--- src/rtl/kcc_pkg.sv ---
`timescale 1ns / 1ps
// Package for the keyword class counter.
// Holds the dictionary, the verdict codes and the front-to-back event type.
// No dependencies.
package kcc_pkg;

   localparam int MAX_WORD_DEFAULT   = 127;
   localparam int COUNT_BITS_DEFAULT = 16;
   localparam int OUT_BITS           = 16;

   localparam int DICT_SIZE     = 10;
   localparam int DICT_POSITIVE = 5;
   localparam int ENTRY_SLOTS   = 16;
   localparam int SLOT_BITS     = 4;

   localparam int QUEUE_DEPTH = 4;
   localparam int QUEUE_AW    = 2;

   localparam logic [1:0] VERDICT_NEUTRAL  = 2'd0;
   localparam logic [1:0] VERDICT_POSITIVE = 2'd1;
   localparam logic [1:0] VERDICT_NEGATIVE = 2'd2;

   localparam logic [7:0] DICT_TEXT [DICT_SIZE][ENTRY_SLOTS] = '{
      '{0: "b", 1: "u", 2: "e", 3: "n", 4: "o", default: 8'h00},
      '{0: "e", 1: "x", 2: "c", 3: "e", 4: "l", 5: "e", 6: "n", 7: "t", 8: "e",
        default: 8'h00},
      '{0: "f", 1: "e", 2: "l", 3: "i", 4: "z", default: 8'h00},
      '{0: "h", 1: "o", 2: "l", 3: "a", default: 8'h00},
      '{0: "a", 1: "m", 2: "o", 3: "r", default: 8'h00},
      '{0: "m", 1: "a", 2: "l", 3: "o", default: 8'h00},
      '{0: "t", 1: "r", 2: "i", 3: "s", 4: "t", 5: "e", default: 8'h00},
      '{0: "o", 1: "d", 2: "i", 3: "o", default: 8'h00},
      '{0: "h", 1: "o", 2: "r", 3: "r", 4: "i", 5: "b", 6: "l", 7: "e",
        default: 8'h00},
      '{0: "f", 1: "e", 2: "o", default: 8'h00}
   };

   localparam logic [SLOT_BITS-1:0] DICT_LEN [DICT_SIZE] = '{
      4'd5, 4'd9, 4'd5, 4'd4, 4'd4, 4'd4, 4'd6, 4'd4, 4'd8, 4'd3
   };

   typedef struct packed {
      logic pos_hit;
      logic neg_hit;
      logic last;
   } kcc_event_type;

endpackage

--- src/rtl/kcc_front.sv ---
`timescale 1ns / 1ps
// Front part of the keyword class counter: folds case, tracks the word prefix
// against the dictionary and emits one event per matching word or text end.
// Depends on kcc_pkg.
module kcc_front #(
   parameter int MAX_WORD = kcc_pkg::MAX_WORD_DEFAULT
) (
   input  logic                  clock,
   input  logic                  reset,
   input  logic                  req_tvalid,
   output logic                  req_tready,
   input  logic [7:0]            req_tdata,
   input  logic                  req_tlast,
   input  logic                  ev_ready,
   output logic                  ev_valid,
   output kcc_pkg::kcc_event_type ev_data
);
   import kcc_pkg::*;

   localparam int LW = $clog2(MAX_WORD + 1);

   logic [LW-1:0]        len_ff, len_in, len_t;
   logic [DICT_SIZE-1:0] alive_ff, alive_in, alive_t, keep, full_match;
   logic [7:0]           ch;
   logic                 is_letter, take, finish, accept;

   assign req_tready = ev_ready;
   assign accept     = req_tvalid && req_tready;

   always_comb begin
      ch = req_tdata;
      if (req_tdata >= "A" && req_tdata <= "Z") begin
         ch = req_tdata + 8'd32;
      end
      is_letter = (ch >= "a") && (ch <= "z");
      take      = is_letter && (len_ff < LW'(MAX_WORD));
      finish    = !is_letter || req_tlast;
      for (int i = 0; i < DICT_SIZE; i++) begin
         keep[i] = (len_ff < {{(LW-SLOT_BITS){1'b0}}, DICT_LEN[i]}) &&
                   (DICT_TEXT[i][len_ff[SLOT_BITS-1:0]] == ch);
      end
      len_t   = take ? len_ff + LW'(1) : len_ff;
      alive_t = take ? (alive_ff & keep) : alive_ff;
      for (int i = 0; i < DICT_SIZE; i++) begin
         full_match[i] = alive_t[i] && (len_t != '0) &&
                         (len_t == {{(LW-SLOT_BITS){1'b0}}, DICT_LEN[i]});
      end
      ev_data.pos_hit = finish && (|full_match[DICT_POSITIVE-1:0]);
      ev_data.neg_hit = finish && (|full_match[DICT_SIZE-1:DICT_POSITIVE]);
      ev_data.last    = req_tlast;
      ev_valid = accept && (ev_data.pos_hit || ev_data.neg_hit || req_tlast);
      if (finish) begin
         len_in   = '0;
         alive_in = '1;
      end else begin
         len_in   = len_t;
         alive_in = alive_t;
      end
   end

   always_ff @(posedge clock) begin
      if (reset) begin
         len_ff   <= '0;
         alive_ff <= '1;
      end else if (accept) begin
         len_ff   <= len_in;
         alive_ff <= alive_in;
      end
   end

endmodule

--- src/rtl/kcc_queue.sv ---
`timescale 1ns / 1ps
// Short event queue between the front and back parts of the keyword class
// counter. Depends on kcc_pkg.
module kcc_queue (
   input  logic                   clock,
   input  logic                   reset,
   input  logic                   in_valid,
   output logic                   in_ready,
   input  kcc_pkg::kcc_event_type in_data,
   output logic                   out_valid,
   input  logic                   out_ready,
   output kcc_pkg::kcc_event_type out_data
);
   import kcc_pkg::*;

   localparam int CW = $clog2(QUEUE_DEPTH + 1);

   kcc_event_type        slot_ff [QUEUE_DEPTH];
   logic [QUEUE_AW-1:0]  wr_ff, wr_in, rd_ff, rd_in;
   logic [CW-1:0]        count_ff, count_in;
   logic                 push, pop;

   assign in_ready  = (count_ff != CW'(QUEUE_DEPTH));
   assign out_valid = (count_ff != '0);
   assign out_data  = slot_ff[rd_ff];
   assign push      = in_valid && in_ready;
   assign pop       = out_valid && out_ready;

   always_comb begin
      wr_in    = push ? wr_ff + QUEUE_AW'(1) : wr_ff;
      rd_in    = pop ? rd_ff + QUEUE_AW'(1) : rd_ff;
      count_in = count_ff + CW'(push) - CW'(pop);
   end

   always_ff @(posedge clock) begin
      if (reset) begin
         wr_ff    <= '0;
         rd_ff    <= '0;
         count_ff <= '0;
      end else begin
         wr_ff    <= wr_in;
         rd_ff    <= rd_in;
         count_ff <= count_in;
      end
   end

   always_ff @(posedge clock) begin
      if (push) begin
         slot_ff[wr_ff] <= in_data;
      end
   end

endmodule

--- src/rtl/kcc_back.sv ---
`timescale 1ns / 1ps
// Back part of the keyword class counter: keeps the saturating tallies and
// holds the result of each text in an output register. Depends on kcc_pkg.
module kcc_back #(
   parameter int COUNT_BITS = kcc_pkg::COUNT_BITS_DEFAULT
) (
   input  logic                   clock,
   input  logic                   reset,
   input  logic                   ev_valid,
   output logic                   ev_ready,
   input  kcc_pkg::kcc_event_type ev_data,
   output logic                   rsp_tvalid,
   input  logic                   rsp_tready,
   output logic [39:0]            rsp_tdata
);
   import kcc_pkg::*;

   logic [COUNT_BITS-1:0]          pos_ff, pos_in, pos_next;
   logic [COUNT_BITS-1:0]          neg_ff, neg_in, neg_next;
   logic [COUNT_BITS+OUT_BITS-1:0] pos_ext, neg_ext;
   logic                           valid_ff, valid_in, pop, load;
   logic [OUT_BITS-1:0]            pos_out_ff, pos_out_in, neg_out_ff, neg_out_in;
   logic [1:0]                     verdict_ff, verdict_in;

   assign ev_ready   = !(ev_data.last && valid_ff && !rsp_tready);
   assign pop        = ev_valid && ev_ready;
   assign load       = pop && ev_data.last;
   assign rsp_tvalid = valid_ff;
   assign rsp_tdata  = {6'd0, verdict_ff, neg_out_ff, pos_out_ff};

   always_comb begin
      pos_next = pos_ff;
      neg_next = neg_ff;
      if (ev_data.pos_hit && (pos_ff != '1)) begin
         pos_next = pos_ff + COUNT_BITS'(1);
      end
      if (ev_data.neg_hit && (neg_ff != '1)) begin
         neg_next = neg_ff + COUNT_BITS'(1);
      end
      pos_ext    = {{OUT_BITS{1'b0}}, pos_next};
      neg_ext    = {{OUT_BITS{1'b0}}, neg_next};
      pos_out_in = pos_ext[OUT_BITS-1:0];
      neg_out_in = neg_ext[OUT_BITS-1:0];
      if (pos_next > neg_next) begin
         verdict_in = VERDICT_POSITIVE;
      end else if (neg_next > pos_next) begin
         verdict_in = VERDICT_NEGATIVE;
      end else begin
         verdict_in = VERDICT_NEUTRAL;
      end
      pos_in = pos_ff;
      neg_in = neg_ff;
      if (pop) begin
         pos_in = ev_data.last ? '0 : pos_next;
         neg_in = ev_data.last ? '0 : neg_next;
      end
      valid_in = valid_ff;
      if (load) begin
         valid_in = 1'b1;
      end else if (rsp_tready) begin
         valid_in = 1'b0;
      end
   end

   always_ff @(posedge clock) begin
      if (reset) begin
         pos_ff   <= '0;
         neg_ff   <= '0;
         valid_ff <= 1'b0;
      end else begin
         pos_ff   <= pos_in;
         neg_ff   <= neg_in;
         valid_ff <= valid_in;
      end
   end

   always_ff @(posedge clock) begin
      if (load) begin
         pos_out_ff <= pos_out_in;
         neg_out_ff <= neg_out_in;
         verdict_ff <= verdict_in;
      end
   end

endmodule

--- src/rtl/keyword_class_counter.sv ---
`timescale 1ns / 1ps
// Keyword class counter, top level: front part, event queue and back part.
// Depends on kcc_pkg, kcc_front, kcc_queue and kcc_back.
//
// The req channel takes one text byte per item, tlast marking the final byte
// of a text. Letters are folded to lower case and form words; every other
// byte ends a word. Each finished word that matches one of five positive or
// five negative dictionary words adds to a saturating tally.
// On the final byte the rsp channel gives one item: both counts and a
// verdict (0 neutral, 1 positive, 2 negative). The tallies then clear.
// Throughput is one byte per cycle while req_tready is high. The front part
// updates the per-word match bits for every byte and pushes an event into a
// four-entry queue only for a matching word or the end of a text.
// With no earlier event waiting, the end-of-text event for the final byte is
// registered in the queue and then loads the output register of the back
// part, which raises rsp_tvalid.
// While rsp is stalled the back part still drains word events; only a
// second end-of-text event waits, and bytes keep flowing until the queue
// fills, after which req_tready drops.
// Reset clears the word state, the tallies, the queue and rsp_tvalid.
module keyword_class_counter #(
   parameter int MAX_WORD   = kcc_pkg::MAX_WORD_DEFAULT,
   parameter int COUNT_BITS = kcc_pkg::COUNT_BITS_DEFAULT
) (
   input  logic        clock,
   input  logic        reset,
   input  logic        req_tvalid,
   output logic        req_tready,
   input  logic [7:0]  req_tdata,   // text_byte
   input  logic        req_tlast,
   output logic        rsp_tvalid,
   input  logic        rsp_tready,
   output logic [39:0] rsp_tdata    // positive_count, negative_count, verdict, zeros
);
   import kcc_pkg::*;

   kcc_event_type front_ev, back_ev;
   logic          front_valid, front_ready, back_valid, back_ready;

   kcc_front #(
      .MAX_WORD(MAX_WORD)
   ) u_front (
      .clock(clock),
      .reset(reset),
      .req_tvalid(req_tvalid),
      .req_tready(req_tready),
      .req_tdata(req_tdata),
      .req_tlast(req_tlast),
      .ev_ready(front_ready),
      .ev_valid(front_valid),
      .ev_data(front_ev)
   );

   kcc_queue u_queue (
      .clock(clock),
      .reset(reset),
      .in_valid(front_valid),
      .in_ready(front_ready),
      .in_data(front_ev),
      .out_valid(back_valid),
      .out_ready(back_ready),
      .out_data(back_ev)
   );

   kcc_back #(
      .COUNT_BITS(COUNT_BITS)
   ) u_back (
      .clock(clock),
      .reset(reset),
      .ev_valid(back_valid),
      .ev_ready(back_ready),
      .ev_data(back_ev),
      .rsp_tvalid(rsp_tvalid),
      .rsp_tready(rsp_tready),
      .rsp_tdata(rsp_tdata)
   );

endmodule
--- config.mk ---
export PLATFORM = sky130hd
export DESIGN_NAME = keyword_class_counter
export DESIGN_NICKNAME = d
export VERILOG_FILES = /design/src/rtl/kcc_pkg.sv /design/src/rtl/kcc_front.sv /design/src/rtl/kcc_queue.sv /design/src/rtl/kcc_back.sv /design/src/rtl/keyword_class_counter.sv
export SDC_FILE = /design/constraint.sdc
export NUM_CORES = 1
export LEC_CHECK = 0
export CAP_MARGIN = 20
export CORE_ASPECT_RATIO = 0.6
export CORE_MARGIN = 3
export CORE_UTILIZATION = 45
export DETAILED_ROUTE_END_ITERATION = 8
export DONT_BUFFER_PORTS = 1
export PLACE_DENSITY = 0.71
export SYNTH_ARGS = -nofsm -noshare
export SYNTH_HDL_FRONTEND = slang
export SYNTH_SLANG_ARGS = --single-unit
--- constraint.sdc ---
create_clock -name clock -period 5.41 [get_ports clock]
set_input_delay 0.2705 -clock clock [delete_from_list [all_inputs] [get_ports clock]]
set_output_delay 0.2705 -clock clock [all_outputs]
set_load 0.05 [all_outputs]
Yosys cells after proc, flatten, opt, wreduce, memory -nomap -nowiden
Memories as Yosys holds them, arrays and structs flattened. A register that Yosys moved wholly into a read port is not among the register bits.
Index checks and enable logic that the tools add are counted.
W data, S select, Z words.

word-level totals
  output and inout bits = 42
  bits in registers = 91
  RAM bits = 12
  memories kept = 11
  latch bits = 0
  input bits = 13
  word-level logic and storage cells = 156
  bits in read-only memories = 1280

operators by class
  shift-type cells = 0
  add/sub/neg operators = 8
  multipliers = 0
  bitwise operators = 2
  equality and inequality tests = 19
  div/mod/pow operators = 0
  reduce and logical (&&, ||, !) cells = 55
  order comparisons = 14
  mux-type cells = 36

memories
  memory           depth  bits a word  read ports  clocked after memory_dff  wr ports  RTL line         text
  (no name shown)  16     8            1           0                         0         kcc_front.sv:40  (DICT_TEXT[i][len_ff[SLOT_BITS-1:0]] == ch);
  (no name shown)  16     8            1           0                         0         kcc_front.sv:40
  (no name shown)  16     8            1           0                         0         kcc_front.sv:40
  (no name shown)  16     8            1           0                         0         kcc_front.sv:40
  (no name shown)  16     8            1           0                         0         kcc_front.sv:40
  (no name shown)  16     8            1           0                         0         kcc_front.sv:40
  +5 memories      n/a    n/a          n/a         n/a                       n/a       n/a

operators with widths
  kind                     count
  $mux W8                  21
  $eq A8 B8 Y1             10
  $mux W16                 4
  $logic_and A1 B1 Y1      44
  $add A16 B1 Y16 const B  2
  $gt A16 B16 Y1           2
  $ne A16 B16 Y1 const B   2
  $eq A7 B3 Y1 const B     3
  $lt A7 B3 Y1 const B     3
  $mux W10                 2
  $ge A8 B7 Y1 const B     2
  $le A8 B7 Y1 const B     2
  $eq A7 B4 Y1 const B     2
  $lt A7 B4 Y1 const B     2
  $mux W7                  2
  $and A10 B10 Y10         1
  $reduce_or A5 Y1         2
  $add A8 B6 Y8 const B    1
  $add A7 B1 Y7 const B    1
  $eq A7 B2 Y1 const B     1
  $lt A7 B2 Y1 const B     1
  $lt A7 B7 Y1 const B     1
  $reduce_bool A7 Y1       1
  $mux W2                  3
  11 further kinds         19

Logic depth before layout (Yosys ltp)
Gate-level depths: netlist of run 1.

  depth after elaboration = 18
  depth in mapped cells = 19
  depth with buffers taken out = 19

Cells and area by module
A second synthesis of run 1 with hierarchy kept.

second synthesis, totals
  cell total of the unflattened synthesis = 821
  area total of the unflattened synthesis = 7200.7 um^2

modules (own cells, without submodules)
  module     cells an instance  seq. area each (um^2)  times used  area each (um^2)
  kcc_back   382                1681.6                 1           3629.7
  kcc_front  375                340.3                  1           2650.0
  kcc_queue  64                 540.5                  1           920.9

Least setup slack after synthesis of run 1
No wires, ideal clock.

  path type = register -> register
  start = register u_front.len_ff[1]
  end = register u_queue.count_ff[2]
  arrival time = 4396 ps
  library setup time = 128 ps
  path slack = 886 ps
  cell stages (with the launch flop) = 18
  path buffers = 1
  clock period less this slack = 4524 ps
  data required time = 5282 ps
  cells stage by stage = dfxtp_1 -> clkbuf_1 -> inv_1 -> ha_1 -> nor3b_1 -> a21oi_1 -> a221o_1 -> a2111oi_0 -> o211ai_1 -> o221ai_1 -> a41oi_4 -> a221oi_4 -> ha_1 -> inv_1 -> fa_1 -> xor2_1 -> xnor2_1 -> nor2_1

on the way
  cells in the longest elaborated chain, start to end = 18
  elaborated cells between the ends (all ways) = 100

ends and longest elaborated chain
  element                                        RTL line                          text
  start, declared                                kcc_front.sv:22                   logic [LW-1:0] len_ff, len_in, len_t;
  start signal, assigned                         kcc_front.sv:66                   len_ff <= len_in;
  $not A4 Y5 (implied by the code)               kcc_front.sv:40
  $mem_v2 Z16 W8                                 n/a
  $mux W8 (implied by the code) (2 in a row)     kcc_front.sv:40
  $eq A8 B8 Y1                                   kcc_front.sv:40
  $logic_and A1 B1 Y1                            kcc_front.sv:39                   keep[i] = (len_ff < {{(LW-SLOT_BITS){1'b0}}, DICT_LEN[i]}) &&
  $and A10 B10 Y10                               kcc_front.sv:43                   alive_t = take ? (alive_ff & keep) : alive_ff;
  $mux W10                                       kcc_front.sv:43
  $logic_and A1 B1 Y1 (2 in a row)               kcc_front.sv:45                   full_match[i] = alive_t[i] && (len_t != '0) &&
  $reduce_or A5 Y1, on equally long branches     kcc_front.sv:48, kcc_front.sv:49
  $logic_and A1 B1 Y1, on equally long branches  kcc_front.sv:48, kcc_front.sv:49
  $logic_or A1 B1 Y1 * (2 in a row)              kcc_front.sv:51                   ev_valid = accept && (ev_data.pos_hit || ev_data.neg_hit || req_tlast);
  $logic_and A1 B1 Y1 *                          kcc_front.sv:51
  $logic_and A1 B1 Y1 *                          kcc_queue.sv:26                   assign push = in_valid && in_ready;
  named net u_queue.push                         kcc_queue.sv:21                   logic push, pop;
  $add A3 B1 Y3 *                                kcc_queue.sv:32                   count_in = count_ff + CW'(push) - CW'(pop);
  $sub A3 B1 Y3 *                                kcc_queue.sv:32
  end signal, assigned                           kcc_queue.sv:43                   count_ff <= count_in;
  end, declared                                  kcc_queue.sv:20                   logic [CW-1:0] count_ff, count_in;

Mark *: on every way through the listed nets, which the timed path passes. The rest lies on a longest branch. The select of a mux whose other input is x is not followed.
A chain may end at the register's enable or synchronous reset.

Final worst setup path of run 1
  start = register u_front.len_ff[0]
  end = register u_queue.count_ff[2]

The elaborated chain is that of the path after synthesis.

==> flow_summary.yaml, run 1 <==
outcome:
  status: "completed"
yosys:
  yosysSeqAreaShare_pct: 37.3
  async_reset_ff_share_pct: 0
  ys.flop_type: "dfxtp_1"
  synthCells: 777
  yosys_warnings: 0
  avgSynthCellArea_um2: 8.84
  synthDistinctLibCells: 86
  syn_area_um2: 6870
  ys_ff_latch: 105
  synth_edf_count: 46
route:
  num_vias: 5792
  drc_errors: 0
  wl_per_cell_um: 18.6
  ant_nets: 0
  drt-pass1-iter-count: 5
  routed_wl_um: 17700
  via_per_inst: 6.08
  initialDrtViolationCount: 694
timing:
  max_slew_margin_pct: 36.4
  fin_crit_ns: 4.60
  finalSetupViolations: 0
  tightest_slew_ns: 0.952
  max_freq_mhz: 217
  fin_skew_ns: 0.00888
  post-route-period-util_pct: 85.1
  slew_violations: 0
  rsz0062_at_grt: "no"
  hold_viol_final: 0
  fin_tns_setup_ns: 0
die:
  start_util_pct: 46.7
  die_height_um: 102
  design.core.area_um2: 14700
  die_w_um: 166
  rows: 34
  die-area_um2: 16800
  io-pin-count: 55
worst_setup_path:
  max_stage_delay_ns: 0.58
  end_kind: "register"
  cp-start-kind: "register"
  cp_data_arrival_time_ns: 4.84
  path_class: "reg -> reg"
  required_ns: 5.65
  reg2reg_slack_ns: 0.81
  critPathSlowestCell: "a2111oi_0"
  cp_max_fo: 7
  crit_chain: "inv_1 -> ha_1 -> nor3b_1 -> a21oi_1 -> a221o_1 -> a2111oi_0 -> o211ai_1 -> o221ai_1 -> a41oi_4 -> a221oi_4 -> ha_1 -> inv_1 -> fa_1 -> xor2_1 -> xnor2_1 -> nor2_1"
power:
  swShare_pct: 41.6
  clockPowerShare_pct: 23.7
  pwr-share-comb_pct: 25.6
  p_int_w: 0.00160
  power_leakage_nw: 2.67
  power.switching_w: 0.00114
  peakVddDrop_v: 0.000239
  power_density_nw_per_um2: 375
  power_frac_seq_pct: 50.7
layout:
  multi_input_area_um2: 3940
  n_fill_cell: 1391
  seq_area_um2: 2560
  drive_above_1_share_pct: 7.28
  area.growth.synth_to_final_pct: 6.14
  stdcell_count: 953
  antennaDiodeCount: 0
  layout.nets: 799
cts:
  cts_sinks: 105
  clk_latency_ns: 0.35
  postCtsResizedCells: 0
  numCtsBuffers: 9
  clk_path_buf_depth: 2
  cts_root_buffer: "clkbuf_16"
  htree_levels: 3
  cts_tree: "built"
  post-cts-setup-buffer-count: 0
  path_clk_slew_ns: 0.07
placed_design:
  dp_cells: 933
  gp_congestion: 1.01
  dpl.hpwl_um: 12900
  io_buffers: 0
global_route:
  grt_overflow: 0
  grt_use_total_pct: 20.9
  grt_max_degree: 44
  grt_pass1_wl_um: 27400
  antenna_found_initial: 0
  first_global_vias: 4990
hold_path:
  worstHoldPathType: "in -> reg"
flow_run:
  maxCapViolations: 0
-- critical path, delay by kind of cell (launching register included) --
family	cells	cell delay, ns
AO/OA/AOI/OAI	7	2.25
adder cells (fa/ha/maj)	3	0.96
AND/OR/NAND/NOR	2	0.49
flip-flops	1	0.33
XOR/XNOR	2	0.30
buffers and inverters	2	0.17
-- metal layers --
metal  part of all wire [%]  track usage, %
met2                     37            26.3
met4                   0.75            3.77
met3                     12            7.03
met1                     50            33.6
met5                      0            1.42
-- cell families (layout without fill, tap and decap cells) --
group | count (synthesis) | count (layout) | synth area share (%)
AND/OR/NAND/NOR | 303 | 303 | 22.3
AO/OA/AOI/OAI | 176 | 176 | 18.9
flip-flops | 105 | 105 | 37.3
buffers and inverters | 91 | 64 | 5.66
XOR/XNOR | 58 | 58 | 7.39
adder cells (fa/ha/maj) | 36 | 36 | 6.66
multiplexers | 7 | 7 | 1.68
other | 1 | 6 | 0.0546
-- synth_stat cells, types with 7 or more instances --
cell / number / area (um2)
nor2b_1: 11 / 68.8
and3_1: 11 / 68.8
a22oi_1: 28 / 210
buf_2: 8 / 40.0
nor2_1: 93 / 349
and2_1: 8 / 50.1
inv_1: 33 / 124
nand2_1: 62 / 233
nor3_1: 27 / 135
nand3_1: 19 / 95.1
a21oi_1: 38 / 190
edfxtp_1: 46 / 1380
xor2_1: 18 / 158
a21o_1: 11 / 82.6
o21ai_0: 23 / 115
ha_1: 35 / 438
dfxtp_1: 59 / 1180
clkbuf_1: 34 / 128
o31ai_1: 7 / 52.6
nand2b_1: 11 / 68.8
nand4_1: 16 / 100
xnor2_1: 40 / 350
-- per-stage QoR --
step                      instance area [um2]  setup WS (ns)  util, %  hold WS (ns)  total power, W
after floorplan                          6890          0.886        -         0.369         0.00193
after global placement                   6950           1.02     47.2         0.357         0.00207
after detailed placement                 6950          0.925     47.2         0.356         0.00208
after CTS                                7250          0.882     49.3      0.000769         0.00274
after global routing                     7290          0.404     49.5        0.0236         0.00288
final                                    7290          0.806     49.5        0.0455         0.00274
-- cell type report --
| class | instances | share of cell area [%] |
|---|---|---|
| Clock buffer | 10 | 3.14 |
| Clock inverter | 6 | 0.926 |
| Inverter | 36 | 1.85 |
| Multi-Input combinational cell | 586 | 54.0 |
| Sequential cell | 105 | 35.1 |
| Tap cell | 198 | 3.40 |
| Timing Repair Buffer | 12 | 1.51 |
-- flip-flops by register name, summed over array words and instances (netlist names), named ones only --
signal             cells
u_queue.count_ff       3
u_front.len_ff         7
u_back.neg_out_ff     16
u_back.pos_ff         16
u_back.rsp_tvalid      1
u_queue.wr_ff          2
u_back.neg_ff         16
u_back.verdict_ff      2
u_front.alive_ff      10
u_queue.rd_ff          2
u_back.pos_out_ff     16
u_queue.slot_ff       12
-- cells in the final DEF, fill, tap and decap left out, drive strengths merged, types with 5 or more instances in the layout --
master,netlist,layout
o31ai,7,7
nor4,6,6
nor2,93,93
nand4,16,16
conb,1,6
xnor2,40,40
a21o,11,11
edfxtp,46,46
ha,35,35
and2,8,8
inv,36,37
or2,8,8
a21oi,40,40
nor3,27,27
nand3,19,19
xor2,18,18
nand2b,11,11
buf,21,9
nor3b,6,6
and4,5,5
a221o,5,5
nand2,63,63
o21ai,29,29
a22oi,29,29
nor2b,11,11
a211oi,5,5
or4,6,6
and3,11,11
clkbuf,34,10
dfxtp,59,59
-- path summary, 6_finish.rpt --
kind	start	end	depth (start not counted)
worst max register to register	u_front.len_ff[0]	u_queue.count_ff[2]	16
worst min register to register	u_front.alive_ff[8]	u_front.alive_ff[8]	2
worst max-delay path	u_front.len_ff[0]	u_queue.count_ff[2]	16
worst min-delay path	reset	u_front.alive_ff[4]	1
-- timing repair --
action,4_1_cts,5_1_grt
hold buffers,1,3
endpoints found under the hold margin,16,32
endpoints found under the setup margin,0,0
-- power groups by stage --
stage,logic [W],clock network (W),registers [W]
6_report,0.000701,0.000648,0.00139
5_1_grt,0.000784,0.000692,0.00140
4_1_cts,0.000687,0.000659,0.00139
3_5_place_dp,0.000677,0,0.00141
3_3_place_gp,0.000668,0,0.00140
2_1_floorplan,0.000543,0,0.00138
(Power assumes the default switching activity.)
==> run 2, diff against run 1 <==
--- a/config.mk
+++ b/config.mk
@@ -5,13 +5,14 @@
 export SDC_FILE = /design/constraint.sdc
 export NUM_CORES = 1
 export LEC_CHECK = 0
+export ABC_CLOCK_PERIOD_IN_PS = 5470
 export CAP_MARGIN = 20
 export CORE_ASPECT_RATIO = 0.6
 export CORE_MARGIN = 3
-export CORE_UTILIZATION = 45
+export CORE_UTILIZATION = 60
 export DETAILED_ROUTE_END_ITERATION = 8
 export DONT_BUFFER_PORTS = 1
-export PLACE_DENSITY = 0.71
+export PLACE_DENSITY = 0.87
 export SYNTH_ARGS = -nofsm -noshare
 export SYNTH_HDL_FRONTEND = slang
 export SYNTH_SLANG_ARGS = --single-unit
==> constraint.sdc (replaced) <==
create_clock -name clock -period 5.47 [get_ports clock]
set_input_delay 0.2735 -clock clock [delete_from_list [all_inputs] [get_ports clock]]
set_output_delay 0.2735 -clock clock [all_outputs]
set_load 0.05 [all_outputs]
==> run 2 against run 1 <==
  * Core utilization rose by 17 points
  * Combinational power is 3.9% higher
  * Cell area is 0.55% lower
  * Count of clock-buffer cells in the layout is 1 higher
  * Wire length is 5.8% higher
  * Sequential power is essentially flat
  * Power grew 0.63%
  * Clock power rose by 1%
  * Critical path depth grew 1
  * Hold slack worse by 0.030 ns
  * Via count grew 4.8%
  * Critical path type unchanged
  * Highest routed layer unchanged
==> flow_summary.yaml, run 2 (synthesis gave the netlist of run 1 again) <==
worst_setup_path:
  cp_data_arrival_time_ns: 4.65
  cp_max_fo: 6
  startpoint: "u_back.pos_ff[0]"
  required_ns: 5.57
  crit_chain: "ha_1 -> nand4_1 -> or4_1 -> nor4b_1 -> and3_1 -> nand2_1 -> xnor2_1 -> ha_1 -> a21o_1 -> a21o_1 -> a21o_1 -> a21oi_1 -> nor2b_1 -> o21ai_0 -> nand2b_1 -> a211oi_1 -> nor2_1"
  cp_top_family: "simple AND/OR/NAND/NOR gates"
  path_buf_inv: 0
  reg2reg_from: "u_back.pos_ff[0]"
  critPathSlowestCell: "nor4b_1"
  path_class: "reg -> reg"
  cp-start-kind: "register"
  max_stage_delay_ns: 0.75
  end_kind: "register"
  crit_top_cell: "a21o_1"
route:
  routed_wl_um: 18800
  num_vias: 6072
  wl_per_cell_um: 20.9
  drt-pass1-iter-count: 6
  ant_nets: 0
  initialDrtViolationCount: 924
  drc_errors: 0
  via_per_inst: 6.75
power:
  power_w: 0.00275
  pwr-share-comb_pct: 26.4
  clockPowerShare_pct: 23.8
  peakVddDrop_v: 0.000277
  swShare_pct: 42.3
  power_leakage_nw: 2.69
  power_density_nw_per_um2: 380
  power.switching_w: 0.00116
  power_frac_seq_pct: 49.8
  p_int_w: 0.00159
cts:
  numCtsBuffers: 9
  clk_path_buf_depth: 2
  clk_latency_ns: 0.36
  htree_levels: 3
  cts_sinks: 105
  path_clk_slew_ns: 0.07
  cts_tree: "built"
  cts_root_buffer: "clkbuf_16"
timing:
  max_slew_margin_pct: 28.2
  fin_crit_ns: 4.55
  slew_violations: 0
  fin_tns_setup_ns: 0
  fin_skew_ns: 0.00824
  fin_ws_ns: 0.921
  tightest_slew_ns: 1.07
  max_freq_mhz: 220
  hold_ws_ns: 0.0152
  finalSetupViolations: 0
  post-route-period-util_pct: 83.2
  hold_viol_final: 0
  rsz0062_at_grt: "no"
outcome:
  status: "completed"
layout:
  antennaDiodeCount: 0
  final_common_cell: "nor2_1"
  area.growth.synth_to_final_pct: 5.55
  drive_above_1_share_pct: 7.89
  layout.nets: 804
  n_fill_cell: 836
  most-common-layout-cells: "93 x nor2_1, 62 x nand2_1, 59 x dfxtp_1"
die:
  io-pin-count: 55
  die_w_um: 144
  rows: 29
  die-area_um2: 12800
  design.core.area_um2: 10800
  start_util_pct: 63.3
  die_height_um: 88.9
global_route:
  antenna_found_initial: 0
  grt_overflow: 0
  grt_pass1_wl_um: 29400
  grt_use_total_pct: 29.6
  first_global_vias: 5570
  grt_max_degree: 44
hold_path:
  holdCritStartpoint: "req_tlast"
  worstHoldPathType: "in -> reg"
placed_design:
  io_buffers: 0
  dpl.hpwl_um: 13300
  pre_cts_slack_ns: 1.11
  gp_congestion: 0.964
flow_run:
  maxCapViolations: 0
run 2: stage by stage:
stage,cell area [um2],cells,utilization [%]
4_1_cts,7240,898,66.8
2_1_floorplan,6890,782,-
6_report,7250,899,66.9
5_1_grt,7250,899,66.9
3_5_place_dp,6920,880,63.7
3_3_place_gp,6920,880,63.7
run 2: what timing repair did:
action                                 CTS  global route
hold buffers                             2             1
endpoints found under the hold margin   43             2
buffers inserted                         0             0
setup endpoints to repair                0             0
gates resized for setup                  0             0
run 2: final cells by class:
type	instances	area, um2	area share, %
Multi-Input combinational cell	586	3940	54.3
Sequential cell	105	2560	35.3
Clock buffer	11	233	3.21
Tap cell	139	174	2.40
Timing Repair Buffer	17	145	2.00
Inverter	36	135	1.86
Clock inverter	5	65.1	0.897
run 2: worst paths after layout:
| path | cells after the start | end | slack, ns |
|---|---|---|---|
| min | 0 | u_queue.slot_ff[1][0] | 0.02 |
| max | 17 | u_back.verdict_ff[0] | 0.92 |
| min reg2reg | 2 | u_front.alive_ff[8] | 0.49 |
| max reg2reg | 17 | u_back.verdict_ff[0] | 0.92 |
run 2: power by group through the flow:
stage,registers (W),clock network [W],logic [W]
floorplan,0.00137,0,0.000537
global placement,0.00138,0,0.000655
detailed placement,0.00139,0,0.000692
CTS,0.00137,0.000656,0.000707
global route,0.00139,0.000687,0.000792
finish,0.00137,0.000655,0.000728
run 2: metal layers:
layer  global-route usage [%]  part of all wire [%]
met1                     44.9                    45
met2                     43.1                    42
met3                     7.16                    12
met4                     6.52                   1.4
met5                        0                     0
